$ cat src/rtl/core/wasm_block_offset_resolver_defines.svh
// Assertion macros for the function-body framer.
// Included by the top level; depends on nothing else.
`ifndef WASM_BLOCK_OFFSET_RESOLVER_DEFINES_SVH
`define WASM_BLOCK_OFFSET_RESOLVER_DEFINES_SVH

// A property that must hold at every clock edge outside reset.
`define WBOR_ASSERT_ALWAYS(label, clk, rst_n, prop, msg) \
    label: assert property (@(posedge clk) disable iff (!rst_n) (prop)) else $error(msg);

// A condition at one edge that implies another at the next edge.
`define WBOR_ASSERT_NEXT(label, clk, rst_n, ante, cons, msg) \
    label: assert property (@(posedge clk) disable iff (!rst_n) (ante) |=> (cons)) else $error(msg);

`endif

$ cat src/rtl/core/wbor_pkg.sv
// Shared types and constants of the function-body framer.
// Used by the record queue and the top level; depends on nothing.
package wbor_pkg;

    // Input beat: one byte of the function body.
    typedef struct packed {
        logic [7:0] code_byte;
        logic       body_start;
    } t_in_beat;

    // Output beat: one instruction or patch record.
    typedef struct packed {
        logic [1:0]  record_kind;
        logic [15:0] instr_index;
        logic [7:0]  op_value;
        logic [63:0] immediate;
        logic [15:0] patch_index;
        logic [16:0] patch_value;
        logic        function_end;
        logic        error_flag;
        logic        last;
    } t_out_beat;

    // Parse phase of the byte framer.
    typedef enum logic [2:0] {
        PH_OPCODE,
        PH_LEB32,
        PH_LEB64,
        PH_F32,
        PH_BLOCKTYPE
    } t_phase;

    // Record kinds.
    localparam logic [1:0] KIND_INSTR      = 2'd0;
    localparam logic [1:0] KIND_ELSE_PATCH = 2'd1;
    localparam logic [1:0] KIND_END_PATCH  = 2'd2;

    // Opcodes that the framer treats specially.
    localparam logic [7:0] OP_IF   = 8'h04;
    localparam logic [7:0] OP_ELSE = 8'h05;
    localparam logic [7:0] OP_END  = 8'h0B;
    localparam logic [7:0] OP_I32  = 8'h41;
    localparam logic [7:0] OP_I64  = 8'h42;
    localparam logic [7:0] OP_F32  = 8'h43;

    // LEB128 group layout and shift limits.
    localparam int         CONT_BIT       = 7;
    localparam logic [7:0] DATA_MASK      = 8'h7F;
    localparam logic [6:0] LEB_SHIFT_STEP = 7'd7;
    localparam logic [6:0] LEB_SHIFT_MAX  = 7'd70;
    localparam logic [6:0] LEB_SHIFT_LIM  = 7'd64;

    // Raw f32 payload length in bytes.
    localparam logic [2:0] F32_BYTES = 3'd4;

    // Depth of the output record queue (power of two, at least 2).
    localparam int OUT_FIFO_DEPTH = 4;

endpackage

$ cat src/rtl/core/wbor_ram.sv
// Generic single-write, single-read synchronous RAM with registered read.
// Depends on nothing; holds the open-block stack.
module wbor_ram #(
    parameter int WIDTH = 16,
    parameter int DEPTH = 16
) (
    input  logic                     i_clk,
    input  logic                     i_we,
    input  logic [$clog2(DEPTH)-1:0] i_waddr,
    input  logic [WIDTH-1:0]         i_wdata,
    input  logic [$clog2(DEPTH)-1:0] i_raddr,
    output logic [WIDTH-1:0]         o_rdata
);

    logic [WIDTH-1:0] r_mem [DEPTH];

    // Write port and registered read port.
    always_ff @(posedge i_clk) begin
        if (i_we) begin
            r_mem[i_waddr] <= i_wdata;
        end
        o_rdata <= r_mem[i_raddr];
    end

endmodule

$ cat src/rtl/core/wbor_rec_fifo.sv
// Small record queue: takes zero, one or two records a cycle, gives one unless stalled.
// Depends on wbor_pkg for the record type and the queue depth.
module wbor_rec_fifo (
    input  logic                i_clk,
    input  logic                i_rst_n,
    input  logic [1:0]          i_push_cnt,
    input  wbor_pkg::t_out_beat i_rec0,
    input  wbor_pkg::t_out_beat i_rec1,
    output logic                o_room2,
    output logic                o_valid,
    output wbor_pkg::t_out_beat o_data,
    input  logic                i_stall
);
    import wbor_pkg::*;

    localparam int PW = $clog2(OUT_FIFO_DEPTH);
    localparam int CW = $clog2(OUT_FIFO_DEPTH + 1);

    t_out_beat       r_mem [OUT_FIFO_DEPTH];
    logic [PW-1:0]   r_wr_ptr;
    logic [PW-1:0]   r_rd_ptr;
    logic [CW-1:0]   r_count;
    logic [PW-1:0]   wr_ptr_1;
    logic            pop;

    assign wr_ptr_1 = r_wr_ptr + PW'(1);
    assign pop      = o_valid && !i_stall;
    assign o_valid  = (r_count != '0);
    assign o_data   = r_mem[r_rd_ptr];
    assign o_room2  = (r_count <= CW'(OUT_FIFO_DEPTH - 2));

    // Record storage: first record at the write pointer, second just after it.
    always_ff @(posedge i_clk) begin
        if (i_push_cnt != 2'd0) begin
            r_mem[r_wr_ptr] <= i_rec0;
        end
        if (i_push_cnt == 2'd2) begin
            r_mem[wr_ptr_1] <= i_rec1;
        end
    end

    // Pointers and fill count.
    always_ff @(posedge i_clk) begin
        if (!i_rst_n) begin
            r_wr_ptr <= '0;
            r_rd_ptr <= '0;
            r_count  <= '0;
        end else begin
            r_wr_ptr <= r_wr_ptr + PW'(i_push_cnt);
            if (pop) begin
                r_rd_ptr <= r_rd_ptr + PW'(1);
            end
            r_count <= r_count + CW'(i_push_cnt) - CW'(pop);
        end
    end

endmodule

$ cat src/rtl/core/wasm_block_offset_resolver.sv
// WebAssembly function-body framer with if/else/end offset resolution.
//
// Input channel (i_valid / o_stall / i_data): one body byte per beat, with
// body_start marking the first byte of a new body (index and stack cleared).
// Output channel (o_valid / i_stall / o_data): instruction records, and for
// an else or end that closes an open block a following patch record.
// A byte that completes an instruction writes its records into the queue at
// the edge that accepts it; bytes inside an immediate produce nothing.
// Throughput: one byte per cycle while the queue has room. The parse state
// and stack top sit in registers, and the open-block stack sits in a
// one-port-write, one-port-read RAM whose read port always prefetches the
// entry below the top, so a pop finds its new top ready. Output bandwidth is
// one record per cycle while the receiver does not stall, so an else or end
// with a patch gives its two records in turn. Records pass through a
// four-entry queue; a byte is taken only while the queue has room for two
// records, so a stalled receiver backs up into o_stall with no record lost.
// Reset (i_rst_n low, synchronous) empties the queue, clears index, stack
// pointer and parse phase. Stack contents need no clearing.
`include "wasm_block_offset_resolver_defines.svh"

module wasm_block_offset_resolver #(
    parameter int STACK_DEPTH = 16,
    parameter int INDEX_BITS  = 16
) (
    input  logic                i_clk,
    input  logic                i_rst_n,
    input  logic                i_valid,
    output logic                o_stall,
    input  wbor_pkg::t_in_beat  i_data,
    output logic                o_valid,
    input  logic                i_stall,
    output wbor_pkg::t_out_beat o_data
);
    import wbor_pkg::*;

    localparam int AW  = $clog2(STACK_DEPTH);
    localparam int SPW = $clog2(STACK_DEPTH + 1);
    localparam int IW  = INDEX_BITS + 1;
    localparam int DW  = (IW > 17) ? IW : 17;

    // Parse state.
    t_phase          r_phase, n_phase;
    logic [63:0]     r_acc, n_acc;
    logic [6:0]      r_shift, n_shift;
    logic [2:0]      r_br, n_br;
    logic [7:0]      r_pending, n_pending;
    logic [IW-1:0]   r_next_index, n_next_index;
    logic [SPW-1:0]  r_sp, n_sp;
    logic [INDEX_BITS-1:0] r_tos, n_tos;

    // Stack RAM ports.
    logic                  ram_we;
    logic [AW-1:0]         ram_waddr;
    logic [INDEX_BITS-1:0] ram_wdata;
    logic [AW-1:0]         ram_raddr;
    logic [INDEX_BITS-1:0] ram_rdata;
    logic [SPW-1:0]        raddr_full;

    // Byte and state after a body start is applied.
    logic                  in_acc;
    logic [7:0]            b;
    logic                  bs;
    t_phase                e_phase;
    logic [63:0]           e_acc;
    logic [6:0]            e_shift;
    logic [2:0]            e_br;
    logic [IW-1:0]         e_idx;
    logic [SPW-1:0]        e_sp;

    // Immediate assembly.
    logic [63:0]           leb_acc;
    logic [6:0]            shift_inc;
    logic [2:0]            f32_eff;
    logic [2:0]            f32_dec;
    logic [1:0]            f32_lane;
    logic [63:0]           f32_acc;

    // Completion of an instruction.
    logic                  fin;
    logic [7:0]            fin_op;
    logic [63:0]           fin_imm;
    logic [DW-1:0]         j_w;
    logic [DW-1:0]         p_w;
    logic [DW-1:0]         else_val;
    logic [DW-1:0]         end_val;
    logic                  ovf;

    // Records toward the queue.
    t_out_beat             rec0, rec1;
    logic [1:0]            push_cnt;
    logic                  room2;

    assign in_acc = i_valid && !o_stall;
    assign o_stall = !room2;
    assign b  = i_data.code_byte;
    assign bs = i_data.body_start;

    assign e_phase = bs ? PH_OPCODE : r_phase;
    assign e_acc   = bs ? 64'd0 : r_acc;
    assign e_shift = bs ? 7'd0 : r_shift;
    assign e_br    = bs ? 3'd0 : r_br;
    assign e_idx   = bs ? '0 : r_next_index;
    assign e_sp    = bs ? '0 : r_sp;

    // LEB128 group merge; groups past bit 63 are dropped.
    assign leb_acc = (e_shift < LEB_SHIFT_LIM)
                   ? (e_acc | (64'(b & DATA_MASK) << e_shift[5:0])) : e_acc;
    assign shift_inc = e_shift + LEB_SHIFT_STEP;

    // Raw f32 bytes arrive little-endian.
    assign f32_eff  = ((e_br == 3'd0) || (e_br > F32_BYTES)) ? F32_BYTES : e_br;
    assign f32_dec  = f32_eff - 3'd1;
    assign f32_lane = 2'(F32_BYTES - f32_eff);
    assign f32_acc  = e_acc | (64'(b) << {f32_lane, 3'b000});

    // Next parse phase.
    always_comb begin
        n_phase = r_phase;
        if (in_acc) begin
            unique case (e_phase) inside
                PH_LEB32, PH_LEB64: begin
                    if (!b[CONT_BIT]) begin
                        n_phase = PH_OPCODE;
                    end else begin
                        n_phase = e_phase;
                    end
                end
                PH_F32: begin
                    n_phase = (f32_dec == 3'd0) ? PH_OPCODE : PH_F32;
                end
                PH_BLOCKTYPE: begin
                    n_phase = PH_OPCODE;
                end
                PH_OPCODE: begin
                    unique case (b)
                        OP_I32:  n_phase = PH_LEB32;
                        OP_I64:  n_phase = PH_LEB64;
                        OP_F32:  n_phase = PH_F32;
                        OP_IF:   n_phase = PH_BLOCKTYPE;
                        default: n_phase = PH_OPCODE;
                    endcase
                end
                default: n_phase = PH_OPCODE;
            endcase
        end
    end

    // Immediate accumulation and instruction completion.
    always_comb begin
        n_acc     = r_acc;
        n_shift   = r_shift;
        n_br      = r_br;
        n_pending = r_pending;
        fin       = 1'b0;
        fin_op    = b;
        fin_imm   = 64'd0;
        if (in_acc) begin
            n_acc   = e_acc;
            n_shift = e_shift;
            n_br    = e_br;
            unique case (e_phase) inside
                PH_LEB32, PH_LEB64: begin
                    n_acc = leb_acc;
                    if (!b[CONT_BIT]) begin
                        fin    = 1'b1;
                        fin_op = r_pending;
                        if (e_phase == PH_LEB32) begin
                            fin_imm = {32'd0, leb_acc[31:0]};
                        end else begin
                            fin_imm = leb_acc;
                        end
                    end else begin
                        n_shift = (shift_inc > LEB_SHIFT_MAX) ? LEB_SHIFT_MAX : shift_inc;
                    end
                end
                PH_F32: begin
                    n_acc = f32_acc;
                    n_br  = f32_dec;
                    if (f32_dec == 3'd0) begin
                        fin     = 1'b1;
                        fin_op  = OP_F32;
                        fin_imm = f32_acc;
                    end
                end
                PH_BLOCKTYPE: begin
                    fin    = 1'b1;
                    fin_op = OP_IF;
                end
                PH_OPCODE: begin
                    n_pending = b;
                    n_acc     = 64'd0;
                    n_shift   = 7'd0;
                    case (b) inside
                        OP_F32: n_br = F32_BYTES;
                        OP_I32, OP_I64, OP_IF: n_br = e_br;
                        default: fin = 1'b1;
                    endcase
                end
                default: fin = 1'b0;
            endcase
        end
    end

    // Offsets from the instruction index and the open block on top.
    assign j_w      = DW'(e_idx);
    assign p_w      = DW'(r_tos);
    assign else_val = j_w - p_w + DW'(1);
    assign end_val  = j_w - p_w;
    assign ovf      = e_idx[INDEX_BITS];

    // Stack update, index advance and record build.
    always_comb begin
        n_next_index = r_next_index;
        n_sp         = r_sp;
        n_tos        = r_tos;
        ram_we       = 1'b0;
        ram_waddr    = e_sp[AW-1:0];
        ram_wdata    = e_idx[INDEX_BITS-1:0];
        push_cnt     = 2'd0;

        rec0.record_kind  = KIND_INSTR;
        rec0.instr_index  = j_w[15:0];
        rec0.op_value     = fin_op;
        rec0.immediate    = fin_imm;
        rec0.patch_index  = 16'd0;
        rec0.patch_value  = 17'd0;
        rec0.function_end = 1'b0;
        rec0.error_flag   = 1'b0;
        rec0.last         = 1'b1;

        rec1.record_kind  = KIND_ELSE_PATCH;
        rec1.instr_index  = j_w[15:0];
        rec1.op_value     = fin_op;
        rec1.immediate    = 64'd0;
        rec1.patch_index  = p_w[15:0];
        rec1.patch_value  = else_val[16:0];
        rec1.function_end = 1'b0;
        rec1.error_flag   = 1'b0;
        rec1.last         = 1'b1;

        if (in_acc) begin
            n_next_index = e_idx;
            n_sp         = e_sp;
        end
        if (in_acc && fin) begin
            push_cnt = 2'd1;
            if (ovf) begin
                // Index space exhausted: flagged record, no stack effect.
                rec0.error_flag = 1'b1;
            end else begin
                n_next_index = e_idx + IW'(1);
                case (fin_op)
                    OP_IF: begin
                        if (e_sp < SPW'(STACK_DEPTH)) begin
                            ram_we = 1'b1;
                            n_sp   = e_sp + SPW'(1);
                            n_tos  = e_idx[INDEX_BITS-1:0];
                        end else begin
                            rec0.error_flag = 1'b1;
                        end
                    end
                    OP_ELSE: begin
                        if (e_sp == '0) begin
                            rec0.error_flag = 1'b1;
                        end else begin
                            // Replace the open if with this else.
                            rec0.last = 1'b0;
                            push_cnt  = 2'd2;
                            ram_we    = 1'b1;
                            ram_waddr = AW'(e_sp - SPW'(1));
                            n_tos     = e_idx[INDEX_BITS-1:0];
                        end
                    end
                    OP_END: begin
                        if (e_sp == '0) begin
                            rec0.function_end = 1'b1;
                        end else begin
                            // Pop; the prefetched entry below becomes the top.
                            rec0.last        = 1'b0;
                            push_cnt         = 2'd2;
                            rec1.record_kind = KIND_END_PATCH;
                            rec1.patch_value = end_val[16:0];
                            n_sp             = e_sp - SPW'(1);
                            n_tos            = ram_rdata;
                        end
                    end
                    default: push_cnt = 2'd1;
                endcase
            end
        end
    end

    // Always prefetch the entry just below the next top of stack.
    assign raddr_full = n_sp - SPW'(2);
    assign ram_raddr  = raddr_full[AW-1:0];

    // State registers.
    always_ff @(posedge i_clk) begin
        if (!i_rst_n) begin
            r_phase      <= PH_OPCODE;
            r_acc        <= 64'd0;
            r_shift      <= 7'd0;
            r_br         <= 3'd0;
            r_next_index <= '0;
            r_sp         <= '0;
        end else begin
            r_phase      <= n_phase;
            r_acc        <= n_acc;
            r_shift      <= n_shift;
            r_br         <= n_br;
            r_next_index <= n_next_index;
            r_sp         <= n_sp;
        end
    end

    // Payload registers.
    always_ff @(posedge i_clk) begin
        r_pending <= n_pending;
        r_tos     <= n_tos;
    end

    wbor_ram #(
        .WIDTH (INDEX_BITS),
        .DEPTH (STACK_DEPTH)
    ) u_stack_ram (
        .i_clk   (i_clk),
        .i_we    (ram_we),
        .i_waddr (ram_waddr),
        .i_wdata (ram_wdata),
        .i_raddr (ram_raddr),
        .o_rdata (ram_rdata)
    );

    wbor_rec_fifo u_rec_fifo (
        .i_clk      (i_clk),
        .i_rst_n    (i_rst_n),
        .i_push_cnt (push_cnt),
        .i_rec0     (rec0),
        .i_rec1     (rec1),
        .o_room2    (room2),
        .o_valid    (o_valid),
        .o_data     (o_data),
        .i_stall    (i_stall)
    );

    // Checks on stack and index bookkeeping.
    `WBOR_ASSERT_ALWAYS(a_sp_bound, i_clk, i_rst_n, r_sp <= SPW'(STACK_DEPTH), "stack pointer past depth")
    `WBOR_ASSERT_NEXT(a_idle_holds, i_clk, i_rst_n, !in_acc, $stable(r_sp) && $stable(r_next_index) && $stable(r_phase), "state moved without a beat")
    `WBOR_ASSERT_NEXT(a_pair_out, i_clk, i_rst_n, in_acc && (push_cnt == 2'd2), o_valid, "patch pair not queued")
    `WBOR_ASSERT_NEXT(a_sp_step, i_clk, i_rst_n, in_acc && !i_data.body_start, (r_sp == $past(r_sp)) || (r_sp == $past(r_sp) + SPW'(1)) || (r_sp + SPW'(1) == $past(r_sp)), "stack pointer jumped")

endmodule

$ cat config.mk
export PLATFORM = sky130hd
export DESIGN_NAME = wasm_block_offset_resolver
export DESIGN_NICKNAME = d
export VERILOG_FILES = /design/src/rtl/core/wbor_pkg.sv /design/src/rtl/core/wbor_ram.sv /design/src/rtl/core/wbor_rec_fifo.sv /design/src/rtl/core/wasm_block_offset_resolver.sv
export VERILOG_INCLUDE_DIRS = /design/src /design/src/rtl/core
export SDC_FILE = /design/constraint.sdc
export NUM_CORES = 2
export LEC_CHECK = 0
export BUFFER_PORTS_ARGS = -buffer_cell sky130_fd_sc_hd__buf_2
export CAP_MARGIN = 30
export CORE_UTILIZATION = 60
export CTS_CLUSTER_DIAMETER = 150
export CTS_CLUSTER_SIZE = 28
export DETAILED_ROUTE_END_ITERATION = 16
export PLACE_DENSITY = 0.77
export SYNTH_ARGS = -nofsm -noshare
export SYNTH_HDL_FRONTEND = slang
export SYNTH_SLANG_ARGS = --single-unit
$ cat constraint.sdc
create_clock -name i_clk -period 22.5 [get_ports i_clk]
set_clock_uncertainty 0.2 [all_clocks]
set_input_delay 3.375 -clock i_clk [delete_from_list [all_inputs] [get_ports i_clk]]
set_output_delay 3.375 -clock i_clk [all_outputs]
set_load 0.005 [all_outputs]
* After elaboration in Yosys (flattened, before gate mapping) *
Memory sizes are Yosys's and may differ from the RTL's. A register that Yosys moved wholly into a read port is not among the register bits.
Index checks and enable logic that the tools add are counted.

cells by class
  add/subtract/negate cells = 14
  order comparisons = 5
  equality and inequality tests = 15
  shift-type cells = 2
  multiplexer cells = 83
  bitwise gates (word level) = 3
  reductions and logical operators = 18

operator list
  operator                                                          count
  64-bit two-way mux                                                6
  64-bit one-hot mux with 3 select lines                            1
  17-bit two-way mux                                                8
  64-bit bitwise OR                                                 2
  64-bit one-hot mux with 2 select lines                            1
  7-bit by 6-bit left shift with 64-bit output                      1
  8-bit by 5-bit left shift with 64-bit output                      1
  16-bit two-way mux                                                3
  16-bit one-hot mux with 3 select lines                            1
  17-bit by 1-bit adder with 17-bit output (second input constant)  2
  5-bit two-way mux                                                 6
  8-bit by 3-bit == test with 1-bit output (second input constant)  3
  8-bit by 7-bit == test with 1-bit output (second input constant)  3
  8-bit two-way mux                                                 3
  8-bit one-hot mux with 3 select lines                             1
  1-bit two-way mux                                                 22
  7-bit two-way mux                                                 3
  2-bit two-way mux                                                 10
  3-bit two-way mux                                                 6
  17-bit by 16-bit subtractor with 17-bit output                    1
  4-bit two-way mux                                                 4
  7-bit one-hot mux with 2 select lines                             1
  3-bit one-hot mux with 4 select lines                             1
  5-bit one-hot mux with 2 select lines                             1
  37 further kinds                                                  49

word-level totals
  flip-flop bits (word level) = 130
  RAM bits = 760
  input port bits = 13
  output and inout port bits = 128
  word-level logic and storage cells = 153
  memories = 2

memories
  name               depth  bits a word  read ports  clocked after Yosys merged registers in  write ports  RTL line             source
  u_rec_fifo.r_mem   4      126          1           1                                        2            wbor_rec_fifo.sv:19  t_out_beat r_mem [OUT_FIFO_DEPTH];
  u_stack_ram.r_mem  16     16           1           1                                        1            wbor_ram.sv:15       logic [WIDTH-1:0] r_mem [DEPTH];

* Longest topological paths before layout *
  word-level depth = 17
  gate-level depth with buffers = 33
  gate-level depth less buffers = 23

* By module *
A second synthesis with hierarchy kept.

unflattened totals
  cells, all modules = 3,100
  area, all modules = 44,574.0 um2

modules (own cells, without submodules)
  module                      instances  cells each  area an instance (um2)  seq. area each (um2)
  wbor_rec_fifo               1          1,270       24,578.6                15,314.7
  wbor_ram                    1          432         10,042.1                8,007.7
  wasm_block_offset_resolver  1          1,398       9,953.3                 2,702.6

* Worst setup path after synthesis *
OpenSTA, ideal clock, no wires.

  path kind = input-to-reg
  start = in i_data[0] (netlist bit)
  end = mem u_rec_fifo.r_mem[0][100] (netlist bit), enable pin
  setup time = 413 ps
  arrival = 9,939 ps
  required time = 21,887 ps
  slack = 11,948 ps
  cell stages on the path = 25
  path buffers = 9
  path through = buf_2 -> clkbuf_1 -> buf_1 -> clkbuf_1 -> clkbuf_1 -> buf_1 -> clkbuf_1 -> nor2_1 -> ha_1 -> nor2_1 -> nand2_1 -> ha_1 -> xor2_1 -> and2_1 -> buf_2 -> o21ai_2 -> a211o_1 -> or4_4 -> nor3_2 -> nor2_1 -> or3_1 -> nor2_1 -> nor2_1 -> clkbuf_1 -> inv_1

RTL lines
  element             RTL line                          source
  start: declaration  wasm_block_offset_resolver.sv:29  input wbor_pkg::t_in_beat i_data,
  end: declaration    wbor_rec_fifo.sv:19

* Worst setup path after layout *
  start = in i_data[0] (netlist bit)
  end = reg u_stack_ram.o_rdata[11], read port of u_stack_ram.r_mem

between the ends
  word-level cells in the longest chain between the ends = 14
  elaborated cells on any way between the ends = 36
  those cells by class = add/sub: 4; order compare: 2; eq/ne: 6; mux: 17; reduce/logical: 7

ends and longest elaborated chain
  element                                                                                                      RTL line                           source
  3-bit two-way mux                                                                                            wasm_block_offset_resolver.sv:101  assign e_br = bs ? 3'd0 : r_br;
  3-bit greater-than comparator / 3-bit zero test (equally long branches)                                      wasm_block_offset_resolver.sv:111  assign f32_eff = ((e_br == 3'd0) || (e_br > F32_BYTES)) ? F32_BYTES : e_br;
  1-bit logical OR                                                                                             wasm_block_offset_resolver.sv:111
  3-bit two-way mux                                                                                            wasm_block_offset_resolver.sv:111
  3-bit by 1-bit subtractor with 3-bit output                                                                  wasm_block_offset_resolver.sv:112  assign f32_dec = f32_eff - 3'd1;
  3-bit zero test                                                                                              wasm_block_offset_resolver.sv:179  if (f32_dec == 3'd0) begin
  8-bit two-way mux                                                                                            wasm_block_offset_resolver.sv:179
  8-bit one-hot mux with 3 select lines                                                                        wasm_block_offset_resolver.sv:161  unique case (e_phase) inside
  8-bit two-way mux                                                                                            wasm_block_offset_resolver.sv:157  if (in_acc) begin
  8-bit by 4-bit == test with 1-bit output / 8-bit by 3-bit == test with 1-bit output (equally long branches)  wasm_block_offset_resolver.sv:252  case (fin_op)
  5-bit one-hot mux with 2 select lines                                                                        wasm_block_offset_resolver.sv:252
  5-bit two-way mux                                                                                            wasm_block_offset_resolver.sv:247  if (ovf) begin
  5-bit two-way mux *                                                                                          wasm_block_offset_resolver.sv:245  if (in_acc && fin) begin
  4-bit by 2-bit subtractor with 4-bit output *                                                                wasm_block_offset_resolver.sv:294  assign raddr_full = n_sp - SPW'(2);
  end: declaration                                                                                             wbor_ram.sv:12                     output logic [WIDTH-1:0] o_rdata

Every way passes the cells marked *; elsewhere a longest branch is shown, timed or not.
A chain may end at the register's enable or synchronous reset.

==> qor.csv <==
stage,metric,value,unit
setup_path,Critical path origin,i_data[0],
sta,Worst-Margin Slew,1.12,ns
placed_design,Port Buf Inserts,140,
clocking,clk sink count,908,
synth,most frequent cell after synthesis,nor2_1,
routing,residual DRC count,0,
sta,Final setup viols,0,
placed_design,GP Congestion,0.974,
floorplanning,core footprint,0.0700,mm²
synth,Netlist Area Pre-Place,0.0425,mm²
routing,DR vias/cell,6.69,
power,Sw Ratio,29.4,%
sta,unrepaired setup endpoints after global routing,no,
global_routing,largest net degree at the start of global routing,96,
routing,Routed Antenna Nets,0,
sta,final hold vios,0,
floorplanning,DIE WIDTH,268,µm
synth,synthesis warning total,0,
clocking,total CTS buffers,38,
global_routing,total global routing overflow,0,
routing,via count,33699,
power,register share of total power,54.5,%
clocking,Clock transition at path regs,0.11,ns
setup_path,WP data arrival,10.78,ns
sta,Rel. slew slack,25.5,%
synth,Post-synth EDFFs,516,
clocking,post-cts sizing count,0,
synth,Netlist cell types,87,
sta,Max Freq,95.5,MHz
hold_path,hold path start,u_rec_fifo.r_mem[2][71]$_SDFFE_PP0N_,
power,power share of the clock group,24.0,%
floorplanning,die area,0.0719,mm²
setup_path,Critical Path RT,22.80,ns
clocking,clock latency on the worst-skew pair,0.61,ns
sta,Final TNS setup,0,ns
final_layout,layout cells sized above 1,11.6,%
clocking,CTS tree,done,
synth,ys async rst share,0,%
synth,Mapped Nets,4163,
placed_design,HPWL Detailed,73600,µm
placed_design,Placed Cells,4967,
setup_path,CP max FO,65,
floorplanning,FP Rows,97,
clocking,# hold bufs at CTS,0,
hold_path,min-delay worst type,reg2reg,
setup_path,startpoint types,input pin,
global_routing,Tot GR Track Use,33.1,%
setup_path,Crit Path Class,in2reg,
final_layout,synth-to-layout area growth,6.10,%
floorplanning,die height,268,µm
clocking,clock tree buffer depth,3,
synth,Yosys top cell area share,36.5,%
global_routing,vias in the first global route,30665,
job,maxcap violations,0,
routing,total wire length,122000,µm
sta,Final Max Tran Viols,0,
setup_path,R2R setup slack,15.01,ns
power,LEAKAGE,0.0155,µW
floorplanning,starting density of the core,60.7,%
global_routing,first-pass GRT wire length,182000,µm
routing,DRT Pass-1 Iters,7,
clocking,Post-CTS Setup Inserts,0,
power,P_int,2420,µW
final_layout,"Core Util, Final",64.4,%
power,NetSw,1010,µW
synth,syn_area_per_cell,10.3,µm²
status,outcome,finished clean,
clocking,htree depth,2,
setup_path,CP Capture Type,flip-flop,
synth,post-synthesis sequential area ratio,54.9,%
floorplanning,IO Pins,141,
sta,min Tclk post-route,10.47,ns
final_layout,Final Net Count,4116,
setup_path,worst r2r src,r_br[0]$_SDFFE_PN0P_,
synth,Synth Register Bits,908,
synth,Post-Syn Instances,4120,
clocking,CTS root buf,clkbuf_16,
routing,drt wl/cell,24.1,µm
routing,DRT iter0 DRCs,4964,
global_routing,initial antenna violation count,10,
synth,top post-synthesis cells by count,"nor2_1, nand2_1, edfxtp_1",
power,VDD IR max,0.0712,mV
synth,main flop type after synthesis,edfxtp_1,
sta,period utilization,46.6,%
power,P per Cell Area,76.2,mW/mm²
power,Gate power share,21.5,%
synth,Yosys top cell by area,edfxtp_1,
final_layout,Final Non-Filler Cells,5035,
synth,ranking of synthesized cells by area,"edfxtp_1, dfxtp_1, mux4_2, nor2_1, nand2_1",
per-layer routing:
layer	up-vias	part of all wire [%]	global-route usage [%]
met5	-	0.087	0
met1	16363	40	48.3
met2	2171	45	50.1
li1	14888	-	-
met3	261	12	6.44
met4	16	2.8	10.7
final timing paths:
kind | to | cells past startpoint
worst min-delay path | u_rec_fifo.r_mem[2][71]$_SDFFE_PP0N_ | 2
worst max-delay path | u_stack_ram.o_rdata[11]$_DFF_P_ | 26
worst max register to register | u_stack_ram.o_rdata[11]$_DFF_P_ | 25
worst min register to register | u_rec_fifo.r_mem[2][71]$_SDFFE_PP0N_ | 2
worst max-delay path, cell delays in order:
cell and delay [ns]:
buf_2 0.51, clkinv_1 0.19, nand2_1 0.11, ha_1 0.23, nor2_1 0.17, nand2_1 0.15, ha_1 0.22, xor2_1 0.34
and2_1 0.31, buf_16 0.20, o21ai_2 0.11, a2bb2oi_1 0.43, nand4_1 0.28, nor2_2 0.14, buf_4 0.35, o211ai_1 0.18
a32oi_2 0.48, ha_2 0.27, buf_4 0.63, inv_2 0.20, nor4_1 0.34, nand2b_2 0.78, a2bb2oi_1 0.17, nand3_1 0.14
a32oi_1 0.13, a2111oi_2 0.30
layout make-up:
type | count | area, µm²
Multi-Input combinational cell | 2829 | 17700
Clock buffer | 59 | 1030
Inverter | 65 | 244
Tap cell | 940 | 1180
Timing Repair Buffer | 231 | 1530
Sequential cell | 908 | 23300
Fill cell | 5367 | 25000
Antenna cell | 1 | 2.50
Clock inverter | 2 | 32.5
power groups by stage:
stage | Combinational (µW) | Clock, µW | Sequential (µW)
floorplan | 510 | 0 | 1880
global placement | 700 | 0 | 1900
detailed placement | 715 | 0 | 1910
CTS | 717 | 829 | 1870
global route | 785 | 885 | 1880
finish | 739 | 825 | 1870
sequential cells by signal (all words and copies together), names as in the netlist, 3 cells and up, named ones only:
signal / cells
r_acc: 64
r_br: 3
r_next_index: 17
r_pending: 8
r_phase: 3
r_shift: 7
r_sp: 5
r_tos: 16
u_rec_fifo.r_count: 3
u_rec_fifo.r_mem: 504
u_stack_ram.o_rdata: 16
u_stack_ram.r_mem: 256
cell families (layout without fill, tap and decap cells):
family	Yosys count	count (layout)	share of synthesized area, %
and+or+nand+nor	1510	1510	14.7
AOI/OAI and AO/OA	1033	1033	16.0
DFF	908	908	54.9
buffers and inverters	383	357	3.69
muxes	210	210	8.78
xor gates and xnor gates	46	46	0.984
adders and majority gates	30	30	0.919
other	0	1	0
stage by stage:
| step | area, µm² | total power [µW] | worst slack (ns) | hold slack, ns |
|---|---|---|---|---|
| 6_report | 45100 | 3430 | 12.03 | 0.258 |
| 5_1_grt | 45100 | 3550 | 11.52 | 0.274 |
| 4_1_cts | 44900 | 3410 | 11.64 | 0.259 |
| 3_3_place_gp | 43800 | 2600 | 11.04 | 0.237 |
| 3_5_place_dp | 43900 | 2620 | 10.99 | 0.244 |
| 2_1_floorplan | 42500 | 2390 | 11.95 | 0.220 |
cells in the final DEF (no fill, tap or decap), drive strengths merged, types with 13 or more instances in the layout:
| master | instances |
|---|---|
| and2 | 19 |
| ha | 28 |
| nor3 | 31 |
| and3 | 17 |
| a22oi | 70 |
| a21oi | 417 |
| nand4 | 16 |
| o21ai | 178 |
| xnor2 | 22 |
| a221o | 16 |
| a21o | 13 |
| dfxtp | 392 |
| nand2 | 590 |
| nand3 | 61 |
| inv | 64 |
| edfxtp | 516 |
| nor2b | 35 |
| a32oi | 31 |
| a2bb2oi | 36 |
| or3 | 15 |
| nand2b | 14 |
| a221oi | 138 |
| buf | 231 |
| a22o | 23 |
| clkbuf | 59 |
| a2111oi | 15 |
| mux2i | 77 |
| nor2 | 679 |
| xor2 | 24 |
| mux4 | 130 |
No activity file was read; power rests on OpenSTA's default activity.
